===== config.mk =====
export PLATFORM = sky130hd
export DESIGN_NAME = sensor_self_test_tachometer
export DESIGN_NICKNAME = d
export VERILOG_FILES = /design/src/design/sstt_pkg.sv /design/src/design/sstt_arith.sv /design/src/design/sensor_self_test_tachometer.sv
export SDC_FILE = /design/constraint.sdc
export NUM_CORES = 2
export LEC_CHECK = 0
export ABC_AREA = 1
export BUFFER_PORTS_ARGS = -buffer_cell sky130_fd_sc_hd__buf_2
export CAP_MARGIN = 5
export CORE_ASPECT_RATIO = 0.6
export CORE_MARGIN = 3
export CORE_UTILIZATION = 40
export CTS_CLUSTER_DIAMETER = 150
export DETAILED_ROUTE_END_ITERATION = 7
export PLACE_DENSITY_LB_ADDON = 0.05
export SYNTH_ARGS = -nofsm -noshare
export SYNTH_HDL_FRONTEND = slang
export SYNTH_SLANG_ARGS = --single-unit
export TNS_END_PERCENT = 100

===== constraint.sdc =====
create_clock -name clk_i -period 16.8 [get_ports clk_i]
set_input_delay 1.68 -clock clk_i [delete_from_list [all_inputs] [get_ports clk_i]]
set_output_delay 1.68 -clock clk_i [all_outputs]
set_load 0.005 [all_outputs]

===== src/design/sstt_pkg.sv =====
// Package for the sensor self-test tachometer.
// Holds the codes, sequencer states, arithmetic unit control types and fixed constants.
// No dependencies.
package sstt_pkg;

  // operation carried in tuser
  typedef enum logic [1:0] {
    OP_TICK    = 2'd0,
    OP_PULSE   = 2'd1,
    OP_ACCEL   = 2'd2,
    OP_RESTART = 2'd3
  } op_e;

  // self-test phase
  typedef enum logic [2:0] {
    PH_START      = 3'd0,
    PH_WAIT_WHEEL = 3'd1,
    PH_WAIT_SHAKE = 3'd2,
    PH_READY      = 3'd3,
    PH_RUNNING    = 3'd4,
    PH_FAILED     = 3'd5
  } phase_e;

  // per-sensor status
  typedef enum logic [1:0] {
    SS_UNKNOWN = 2'd0,
    SS_TESTING = 2'd1,
    SS_HEALTHY = 2'd2,
    SS_TIMEOUT = 2'd3
  } sens_e;

  typedef enum logic [1:0] {
    ERR_NONE  = 2'd0,
    ERR_WHEEL = 2'd1,
    ERR_ACCEL = 2'd2
  } err_e;

  // configuration register index
  typedef enum logic [2:0] {
    REG_WHEEL_TO   = 3'd0,
    REG_SHAKE_TO   = 3'd1,
    REG_STALE      = 3'd2,
    REG_SHAKE_THR  = 3'd3,
    REG_IMPACT_THR = 3'd4,
    REG_CIRC       = 3'd5
  } cfg_reg_e;

  // item sequencer
  typedef enum logic [2:0] {
    SQ_IDLE,
    SQ_PREP,
    SQ_SQUARE,
    SQ_ROOT,
    SQ_DIV_RPM,
    SQ_DIV_SPD,
    SQ_APPLY
  } seq_e;

  typedef enum logic {
    AM_DIV  = 1'b0,
    AM_SQRT = 1'b1
  } arith_mode_e;

  typedef struct packed {
    logic        start;
    arith_mode_e mode;
  } arith_cmd_t;

  typedef struct packed {
    logic busy;
    logic done;
  } arith_sts_t;

  localparam int CFG_W      = 16;
  localparam int CFG_IDX_W  = 3;
  localparam int NUM_BITS   = 34;
  localparam int RAD_W      = 32;
  localparam int ROOT_W     = 16;
  localparam int DIV_STEPS  = NUM_BITS;
  localparam int ROOT_STEPS = RAD_W / 2;
  localparam int CNT_W      = 6;
  localparam int LIM_W      = 26;
  localparam int RATE_W     = 24;
  localparam int OUT_W      = 128;
  localparam int USER_W     = 3;

  localparam logic [NUM_BITS-1:0] RPM_NUM   = 34'd6000000000;
  localparam logic [16:0]         SPD_SCALE = 17'd100000;
  localparam logic [9:0]          MS_TO_US  = 10'd1000;
  localparam logic [RATE_W-1:0]   SAT24     = 24'hFFFFFF;

endpackage


===== src/design/sstt_arith.sv =====
// Shared iterative divide / square-root unit, one quotient or root bit per cycle.
// Depends on sstt_pkg.
module sstt_arith #(
  parameter int TIME_BITS = 48
) (
  input  logic                           clk_i,
  input  logic                           rst_ni,
  input  sstt_pkg::arith_cmd_t           cmd_i,
  input  logic [sstt_pkg::NUM_BITS-1:0]  num_i,
  input  logic [TIME_BITS-1:0]           den_i,
  input  logic [sstt_pkg::RAD_W-1:0]     rad_i,
  output sstt_pkg::arith_sts_t           sts_o,
  output logic [sstt_pkg::NUM_BITS-1:0]  quot_o,
  output logic [sstt_pkg::ROOT_W-1:0]    root_o,
  output logic                           rem_nz_o
);
  import sstt_pkg::*;

  localparam int W = TIME_BITS + 2;

  logic [W-1:0]        rem_q, rem_d, shl, sub;
  logic [W:0]          diff;
  logic                ge, last;
  logic [NUM_BITS-1:0] acc_q, acc_d;
  logic [ROOT_W-1:0]   root_q, root_d;
  logic [CNT_W-1:0]    cnt_q;
  logic                busy_q, done_q;
  arith_mode_e         mode_q;

  // one restoring step: shared subtract and compare
  always_comb begin
    if (mode_q == AM_DIV) begin
      shl = {rem_q[W-2:0], acc_q[NUM_BITS-1]};
      sub = W'(den_i);
    end else begin
      shl = {rem_q[W-3:0], acc_q[NUM_BITS-1 -: 2]};
      sub = W'({root_q, 2'b01});
    end
    diff  = {1'b0, shl} - {1'b0, sub};
    ge    = ~diff[W];
    rem_d = ge ? diff[W-1:0] : shl;
    if (mode_q == AM_DIV) begin
      acc_d  = {acc_q[NUM_BITS-2:0], ge};
      root_d = root_q;
      last   = (cnt_q == CNT_W'(DIV_STEPS - 1));
    end else begin
      acc_d  = {acc_q[NUM_BITS-3:0], 2'b00};
      root_d = {root_q[ROOT_W-2:0], ge};
      last   = (cnt_q == CNT_W'(ROOT_STEPS - 1));
    end
  end

  // control
  always_ff @(posedge clk_i or negedge rst_ni) begin
    if (!rst_ni) begin
      busy_q <= 1'b0;
      done_q <= 1'b0;
      cnt_q  <= '0;
      mode_q <= AM_DIV;
    end else begin
      done_q <= 1'b0;
      if (cmd_i.start) begin
        busy_q <= 1'b1;
        cnt_q  <= '0;
        mode_q <= cmd_i.mode;
      end else if (busy_q) begin
        cnt_q <= cnt_q + 1'b1;
        if (last) begin
          busy_q <= 1'b0;
          done_q <= 1'b1;
        end
      end
    end
  end

  // datapath
  always_ff @(posedge clk_i) begin
    if (cmd_i.start) begin
      rem_q  <= '0;
      root_q <= '0;
      acc_q  <= (cmd_i.mode == AM_DIV) ? num_i : {rad_i, {(NUM_BITS-RAD_W){1'b0}}};
    end else if (busy_q) begin
      rem_q  <= rem_d;
      acc_q  <= acc_d;
      root_q <= root_d;
    end
  end

  assign sts_o    = '{busy: busy_q, done: done_q};
  assign quot_o   = acc_q;
  assign root_o   = root_q;
  assign rem_nz_o = |rem_q;

endmodule


===== src/design/sensor_self_test_tachometer.sv =====
// Sensor self-test tachometer: usage
// Input stream s_axis: one word per event. tuser holds the operation and the
// accel-valid flag, tdata the time stamp and the three raw acceleration axes.
// Output stream m_axis: one result word per input word, carrying phase,
// statuses, error, ready flags, rpm x100, speed, magnitude, impact and count.
// Configuration: write enable, index and 16-bit data, written while idle.
// Steps per word, with the shared divide / root unit (one bit per cycle):
//   restart and plain tick: prepare, then apply into the output register
//   accel sample (or tick with sample): prepare, squares of the three axes, then the root
//   hall pulse with a period: prepare, then two 34-step divisions (rpm, then speed)
// One word is worked on at a time; s_axis_tready is high only while idle,
// so a new word is accepted only once the result of the last one is applied.
// A finished word waits in the output register; the next word is accepted
// meanwhile, but its result is held back until the receiver takes the
// previous one, so a stalled receiver stalls the block after one word.
// Reset clears the sequencer and architectural state and loads the register
// defaults; no output is pending after reset.
// Depends on sstt_pkg and sstt_arith.
module sensor_self_test_tachometer #(
  parameter int TIME_BITS = 48
) (
  input  logic                              clk_i,
  input  logic                              rst_ni,
  input  logic                              s_axis_tvalid,
  output logic                              s_axis_tready,
  // now_us, accel_x, accel_y, accel_z (lowest first), zero filled
  input  logic [((TIME_BITS+48+7)/8)*8-1:0] s_axis_tdata,
  // operation, accel_valid
  input  logic [sstt_pkg::USER_W-1:0]       s_axis_tuser,
  output logic                              m_axis_tvalid,
  input  logic                              m_axis_tready,
  // phase, wheel_status, accel_state, error_code, ready_res, command_allowed,
  // rpm_x100, speed_mm_s, magnitude, impact_level, impact_now, pulse_count
  output logic [sstt_pkg::OUT_W-1:0]        m_axis_tdata,
  input  logic                              cfg_we_i,
  input  logic [sstt_pkg::CFG_IDX_W-1:0]    cfg_addr_i,
  input  logic [sstt_pkg::CFG_W-1:0]        cfg_wdata_i
);
  import sstt_pkg::*;

  // configuration registers
  logic [CFG_W-1:0] wheel_to_q, shake_to_q, stale_q, shake_thr_q, impact_thr_q, circ_q;

  always_ff @(posedge clk_i or negedge rst_ni) begin
    if (!rst_ni) begin
      wheel_to_q   <= 16'd10000;
      shake_to_q   <= 16'd20000;
      stale_q      <= 16'd2000;
      shake_thr_q  <= 16'd6144;
      impact_thr_q <= 16'd12288;
      circ_q       <= 16'd1916;
    end else if (cfg_we_i) begin
      unique case (cfg_reg_e'(cfg_addr_i))
        REG_WHEEL_TO:   wheel_to_q   <= cfg_wdata_i;
        REG_SHAKE_TO:   shake_to_q   <= cfg_wdata_i;
        REG_STALE:      stale_q      <= cfg_wdata_i;
        REG_SHAKE_THR:  shake_thr_q  <= cfg_wdata_i;
        REG_IMPACT_THR: impact_thr_q <= cfg_wdata_i;
        REG_CIRC:       circ_q       <= cfg_wdata_i;
        default: ;
      endcase
    end
  end

  // sequencer and captured word
  seq_e state_q, state_d;
  op_e  op_q;
  logic [TIME_BITS-1:0] now_q;
  logic                 av_q;
  logic signed [15:0]   ax_q, ay_q, az_q;
  logic in_acc, commit;

  assign s_axis_tready = (state_q == SQ_IDLE);
  assign in_acc        = s_axis_tvalid & s_axis_tready;
  assign commit        = (state_q == SQ_APPLY) && (!m_axis_tvalid || m_axis_tready);

  // architectural state
  phase_e phase_q, phase_d;
  sens_e  ws_q, ws_d, as_q, as_d;
  err_e   err_q, err_d;
  logic   valid_q, valid_d, rot_q, rot_d, shake_q, shake_d, ready_q, ready_d;
  logic   pseen_q, pseen_d;
  logic [TIME_BITS-1:0] start_q, start_d, lastp_q, lastp_d;
  logic [31:0]          cnt_q, cnt_d;
  logic [RATE_W-1:0]    rpm_q, rpm_d, spd_q, spd_d;
  logic [15:0]          mag_q, mag_d, imp_q, imp_d;
  logic                 imp_now;

  // prepared operands
  logic [TIME_BITS-1:0] elapsed_q, delta_q;
  logic                 dzero_q, acc_do_q, acc_do;
  logic [LIM_W-1:0]     wheel_lim_q, shake_lim_q, stale_lim_q;
  logic [NUM_BITS-1:0]  spd_num_q;
  logic [1:0]           sq_idx_q;
  logic signed [15:0]   sq_sel;
  logic [31:0]          prod_q, sum_q;
  logic [RATE_W-1:0]    rpm_new_q;

  // shared arithmetic unit
  arith_cmd_t           a_cmd;
  arith_sts_t           a_sts;
  logic [NUM_BITS-1:0]  a_num, a_quot;
  logic [ROOT_W-1:0]    a_root;
  logic                 a_rem_nz;

  // radicand includes the last square, still in prod_q when the root starts
  sstt_arith #(.TIME_BITS(TIME_BITS)) u_arith (
    .clk_i    (clk_i),
    .rst_ni   (rst_ni),
    .cmd_i    (a_cmd),
    .num_i    (a_num),
    .den_i    (delta_q),
    .rad_i    (sum_q + prod_q),
    .sts_o    (a_sts),
    .quot_o   (a_quot),
    .root_o   (a_root),
    .rem_nz_o (a_rem_nz)
  );

  assign acc_do = (op_q == OP_ACCEL) ||
                  ((op_q == OP_TICK) && av_q &&
                   ((phase_q == PH_WAIT_SHAKE) || (phase_q == PH_RUNNING)));

  // next state
  always_comb begin
    state_d = state_q;
    unique case (state_q)
      SQ_IDLE:    if (in_acc) state_d = SQ_PREP;
      SQ_PREP: begin
        if (acc_do) state_d = SQ_SQUARE;
        else if ((op_q == OP_PULSE) && pseen_q && (now_q != lastp_q)) state_d = SQ_DIV_RPM;
        else state_d = SQ_APPLY;
      end
      SQ_SQUARE:  if (sq_idx_q == 2'd3) state_d = SQ_ROOT;
      SQ_ROOT:    if (a_sts.done) state_d = SQ_APPLY;
      SQ_DIV_RPM: if (a_sts.done) state_d = SQ_DIV_SPD;
      SQ_DIV_SPD: if (a_sts.done) state_d = SQ_APPLY;
      SQ_APPLY:   if (commit) state_d = SQ_IDLE;
      default:    state_d = SQ_IDLE;
    endcase
  end

  // unit commands
  always_comb begin
    a_cmd.start = (state_q != state_d) &&
                  ((state_d == SQ_ROOT) || (state_d == SQ_DIV_RPM) || (state_d == SQ_DIV_SPD));
    a_cmd.mode  = (state_d == SQ_ROOT) ? AM_SQRT : AM_DIV;
    a_num       = (state_d == SQ_DIV_SPD) ? spd_num_q : RPM_NUM;
  end

  always_ff @(posedge clk_i or negedge rst_ni) begin
    if (!rst_ni) state_q <= SQ_IDLE;
    else         state_q <= state_d;
  end

  // word capture, operand preparation and squares
  always_comb begin
    unique case (sq_idx_q)
      2'd0:    sq_sel = ax_q;
      2'd1:    sq_sel = ay_q;
      default: sq_sel = az_q;
    endcase
  end

  always_ff @(posedge clk_i) begin
    if (in_acc) begin
      op_q <= op_e'(s_axis_tuser[1:0]);
      av_q <= s_axis_tuser[2];
      now_q <= s_axis_tdata[TIME_BITS-1:0];
      ax_q <= s_axis_tdata[TIME_BITS +: 16];
      ay_q <= s_axis_tdata[TIME_BITS+16 +: 16];
      az_q <= s_axis_tdata[TIME_BITS+32 +: 16];
    end
    if (state_q == SQ_PREP) begin
      elapsed_q   <= now_q - start_q;
      delta_q     <= now_q - lastp_q;
      dzero_q     <= (now_q == lastp_q);
      acc_do_q    <= acc_do;
      wheel_lim_q <= LIM_W'(wheel_to_q) * LIM_W'(MS_TO_US);
      shake_lim_q <= LIM_W'(shake_to_q) * LIM_W'(MS_TO_US);
      stale_lim_q <= LIM_W'(stale_q) * LIM_W'(MS_TO_US);
      spd_num_q   <= NUM_BITS'(circ_q) * NUM_BITS'(SPD_SCALE);
      sum_q       <= '0;
      sq_idx_q    <= '0;
    end
    if (state_q == SQ_SQUARE) begin
      prod_q   <= 32'(sq_sel) * 32'(sq_sel);
      sum_q    <= sum_q + ((sq_idx_q != 2'd0) ? prod_q : 32'd0);
      sq_idx_q <= sq_idx_q + 1'b1;
    end
    if ((state_q == SQ_DIV_RPM) && a_sts.done)
      rpm_new_q <= (a_quot > NUM_BITS'(SAT24)) ? SAT24 : a_quot[RATE_W-1:0];
  end

  // state update of one word
  logic shake_hit, impact_hit;
  assign shake_hit  = (a_root > shake_thr_q) || ((a_root == shake_thr_q) && a_rem_nz);
  assign impact_hit = (a_root > impact_thr_q) || ((a_root == impact_thr_q) && a_rem_nz);

  always_comb begin
    phase_d = phase_q; ws_d = ws_q; as_d = as_q; err_d = err_q;
    valid_d = valid_q; rot_d = rot_q; shake_d = shake_q; ready_d = ready_q;
    pseen_d = pseen_q; start_d = start_q; lastp_d = lastp_q; cnt_d = cnt_q;
    rpm_d = rpm_q; spd_d = spd_q; mag_d = mag_q; imp_d = imp_q;
    imp_now = 1'b0;
    // sample first, ahead of the shake check
    if (acc_do_q) begin
      mag_d = a_root;
      if (valid_q && shake_hit) shake_d = 1'b1;
      if (!valid_q && impact_hit) begin
        imp_d   = a_root;
        imp_now = 1'b1;
      end
    end
    unique case (op_q)
      OP_TICK: begin
        unique case (phase_q)
          PH_START: begin
            phase_d = PH_WAIT_WHEEL; ws_d = SS_TESTING; valid_d = 1'b1;
          end
          PH_WAIT_WHEEL: begin
            if (rot_q) begin
              ws_d = SS_HEALTHY; phase_d = PH_WAIT_SHAKE; as_d = SS_TESTING;
            end else if (elapsed_q > TIME_BITS'(wheel_lim_q)) begin
              ws_d = SS_TIMEOUT; phase_d = PH_FAILED; err_d = ERR_WHEEL;
            end
          end
          PH_WAIT_SHAKE: begin
            if (shake_d) begin
              as_d = SS_HEALTHY; phase_d = PH_READY;
            end else if (elapsed_q > TIME_BITS'(shake_lim_q)) begin
              as_d = SS_TIMEOUT; phase_d = PH_FAILED; err_d = ERR_ACCEL;
            end
          end
          PH_READY: begin
            ready_d = 1'b1; phase_d = PH_RUNNING; valid_d = 1'b0;
          end
          PH_RUNNING: begin
            if (pseen_q && (delta_q > TIME_BITS'(stale_lim_q))) begin
              rpm_d = '0; spd_d = '0;
            end
          end
          PH_FAILED: ready_d = 1'b0;
          default: ;
        endcase
      end
      OP_PULSE: begin
        cnt_d = cnt_q + 1'b1;
        if (pseen_q && !dzero_q) begin
          rpm_d = rpm_new_q;
          spd_d = (a_quot > NUM_BITS'(SAT24)) ? SAT24 : a_quot[RATE_W-1:0];
        end
        lastp_d = now_q;
        pseen_d = 1'b1;
        if (valid_q) rot_d = 1'b1;
      end
      OP_ACCEL: ;
      OP_RESTART: begin
        phase_d = PH_START; ws_d = SS_UNKNOWN; as_d = SS_UNKNOWN; err_d = ERR_NONE;
        start_d = now_q; ready_d = 1'b0; rot_d = 1'b0; shake_d = 1'b0;
        cnt_d = '0; rpm_d = '0; spd_d = '0; mag_d = '0; imp_d = '0; valid_d = 1'b0;
      end
      default: ;
    endcase
  end

  always_ff @(posedge clk_i or negedge rst_ni) begin
    if (!rst_ni) begin
      phase_q <= PH_START; ws_q <= SS_UNKNOWN; as_q <= SS_UNKNOWN; err_q <= ERR_NONE;
      valid_q <= 1'b0; rot_q <= 1'b0; shake_q <= 1'b0; ready_q <= 1'b0;
      pseen_q <= 1'b0; start_q <= '0; lastp_q <= '0; cnt_q <= '0;
      rpm_q <= '0; spd_q <= '0; mag_q <= '0; imp_q <= '0;
    end else if (commit) begin
      phase_q <= phase_d; ws_q <= ws_d; as_q <= as_d; err_q <= err_d;
      valid_q <= valid_d; rot_q <= rot_d; shake_q <= shake_d; ready_q <= ready_d;
      pseen_q <= pseen_d; start_q <= start_d; lastp_q <= lastp_d; cnt_q <= cnt_d;
      rpm_q <= rpm_d; spd_q <= spd_d; mag_q <= mag_d; imp_q <= imp_d;
    end
  end

  // output register
  logic             out_valid_q;
  logic [OUT_W-1:0] out_data_q;

  always_ff @(posedge clk_i or negedge rst_ni) begin
    if (!rst_ni)            out_valid_q <= 1'b0;
    else if (commit)        out_valid_q <= 1'b1;
    else if (m_axis_tready) out_valid_q <= 1'b0;
  end

  always_ff @(posedge clk_i) begin
    if (commit)
      out_data_q <= {4'b0, cnt_d, imp_now, imp_d, mag_d, spd_d, rpm_d,
                     ready_d & pseen_d, ready_d, err_d, as_d, ws_d, phase_d};
  end

  assign m_axis_tvalid = out_valid_q;
  assign m_axis_tdata  = out_data_q;

endmodule


==> impl_metrics.json <==
{
  "synth_top_area_share": 0.2187,
  "fmax_mhz": 103.1,
  "fin_setup_tns_ns": 0,
  "final_nets": 10260,
  "slew_headroom": 0.1753,
  "clk_pin_slew_worst_paths_ns": 0.08,
  "synth_ff_type": "edfxtp_1",
  "crit_path_max_incr_delay_ns": 0.97,
  "r2r_start": "sq_idx_q[0]$_SDFFCE_PN0P_",
  "fin_crit_sh": 0.5772,
  "regArea_sq_um": 25890,
  "post-route-drc-count": 0,
  "ys_seq_area_frac": 0.3484,
  "syn_area_sq_um": 74290,
  "synth.area.top_cells": "edfxtp_1, fa_1, ha_1",
  "async_reset_ff_frac": 0.3529,
  "grt_pass1_wl_um": 358100,
  "critPathLaunchType": "flop",
  "synth_cells": 8842,
  "cp-end-kind": "flop",
  "synth.most_common_cell": "nand2_1",
  "drt-initial-drc-count": 5417,
  "cts_buffers": 100,
  "yosysUniqueCellTypes": 65,
  "ant_nets": 0,
  "grt_pass1_vias": 58170,
  "grt_max_degree": 177,
  "area_growth_pct": 9.562,
  "syn_area_per_cell_sq_um": 8.402,
  "clk_path_buf_depth": 3,
  "path_common_cell": "inv_1",
  "die_w_um": 562.4,
  "fill_cells": 18250,
  "required_ns": 17.27,
  "port_buffers": 248,
  "worst_pin_slew_ns": 1.226,
  "startpoint": "sq_idx_q[0]$_SDFFCE_PN0P_",
  "crit_type": "reg2reg",
  "hp-start": "u_arith.rem_q[1]$_SDFFE_PP0P_",
  "post_cts_resized": 0,
  "rsz0062_at_grt": "false",
  "wire_per_inst_um": 20.11,
  "drv_slew": 0,
  "finalHoldViolations": 0,
  "cts_hold_repair.buffers": 0,
  "synth_warnings": 0,
  "multi_input_area_sq_um": 42200,
  "dp_hpwl_um": 186700,
  "start_util": 0.4062,
  "synth_common_cells": "nand2_1, inv_1, o21ai_0, ha_1, nor2_1",
  "drt_wl_total_um": 232700,
  "ys_ff_latch": 938,
  "clock-sinks": 938,
  "post-route-min-period_ns": 9.697,
  "drv_cap": 0,
  "vias": 60190,
  "cts_tree": "built",
  "grt_usage": 0.2422,
  "slowest_stage": "a21boi_0",
  "antenna_found_initial": 6,
  "place_congestion": 0.9216,
  "worstSkewPairLatency_ns": 0.72,
  "core_sq_um": 182900,
  "hold_class": "reg2reg",
  "drive_above_1_share": 0.06367,
  "io_pins": 253,
  "status": "complete, no violations",
  "dr.pass1.iters": 5,
  "h-tree-depth": 3,
  "viasPerCell": 5.202,
  "die_y_um": 339.8,
  "cts_setup_buffers": 0,
  "worstPathMaxFanout": 17,
  "synth_edf_count": 541,
  "grt-ovfl-total": 0,
  "final-setup-viol-count": 0,
  "skew_ns": 0.03919,
  "cts_root_buf": "clkbuf_16",
  "cp.arrival_ns": 10.17,
  "die_area_sq_um": 191100,
  "yosysTopAreaCell": "edfxtp_1",
  "num_rows": 121
}
-- path summary, 6_finish.rpt --
check / to / slack, ns / depth (start not counted)
min reg2reg: u_arith.rem_q[1]$_SDFFE_PP0P_ / 0.46 / 2
max: prod_q[23]$_DFFE_PP_ / 7.10 / 26
min: u_arith.rem_q[1]$_SDFFE_PP0P_ / 0.46 / 2
min in group asynchronous: spd_q[6]$_DFFE_PN0P_ / 0.95 / 1
max in group asynchronous: lastp_q[12]$_DFFE_PN0P_ / 13.11 / 4
max reg2reg: prod_q[23]$_DFFE_PP_ / 7.10 / 26
-- cell families after synthesis --
logic type | synth area share
muxes | 0.0001347
other | 0.0001011
DFF | 0.3484
buffers and inverters | 0.08470
AOI/OAI and AO/OA | 0.1221
xor gates and xnor gates | 0.03230
and+or+nand+nor | 0.1808
adders and majority gates | 0.2314
-- critical path, delay by kind of cell (launching register included) --
kind                     cells  cell delay (ns)
AND/OR/NAND/NOR              2             0.65
buffers and inverters        9             1.57
adder cells (fa/ha/maj)      8             3.93
XOR/XNOR                     1             0.09
flip-flops                   1             0.45
AO/OA/AOI/OAI                6             2.73
-- state kept, by name, indices dropped and copies added, names as in the netlist, 28 cells and up --
signal,flops
cnt_q,32
delta_q,48
elapsed_q,48
lastp_q,48
m_axis_tdata,124
now_q,48
prod_q,31
spd_num_q,28
start_q,48
sum_q,32
u_arith.quot_o,34
u_arith.rem_q,50
-- layer usage --
| layer | vias up | wire (um) | track usage |
|---|---|---|---|
| li1 | 29290 | - | - |
| met1 | 29110 | 123800 | 0.4022 |
| met2 | 1620 | 87840 | 0.3198 |
| met3 | 175 | 17570 | 0.04769 |
| met4 | 0 | 3449 | 0.03759 |
| met5 | - | 0 | 0 |
-- cell usage in the layout, fill, tap and decap left out, types with 30 or more instances in the layout --
cell type  netlist  layout
a21boi_0        75      75
a21o_1          53      53
a21oi_1        573     573
a31oi_1         51      51
buf_2           25     247
buf_4           13      41
clkbuf_16        0     101
dfrtp_1        303     301
dfxtp_1         66      66
edfxtp_1       541     541
fa_1           443     443
ha_1           665     661
inv_1         1394    1393
nand2_1       1987    1987
nand3_1        373     372
nand3_2         29      30
nand4_1         78      78
nor2_1         634     629
nor3_1          56      55
o21a_1          42      42
o21ai_0        671     670
o21ai_1         41      42
o21bai_1        37      37
xnor2_1        104     104
xor2_1         170     170
-- area by class of cell --
class	instances	share of cell area
multi-input combinational	6276	0.5185
sequential	938	0.3181
inverter	1417	0.06537
tap	2460	0.03782
clock buffer	131	0.03379
timing repair buffer	291	0.01965
clock inverter	57	0.006779
antenna	1	0.00003075
-- per-stage QoR --
| step | utilization | cell area (sq um) | setup WS [ns] | instances | hold WS, ns |
|---|---|---|---|---|---|
| final | 0.4450 | 81390 | 7.103 | 11570 | 0.4585 |
| after global routing | 0.4450 | 81390 | 6.676 | 11570 | 0.4790 |
| after CTS | 0.4450 | 81390 | 7.464 | 11570 | 0.4622 |
| after detailed placement | 0.4270 | 78090 | 7.521 | 11380 | 0.4472 |
| after global placement | 0.4270 | 78090 | 7.739 | 11380 | 0.4421 |
| after floorplan | - | 74300 | 0.5191 | 8846 | 0.4261 |
Power is not shown: default switching activity piles up to over one toggle a cycle in this logic, so the estimate is an artifact.
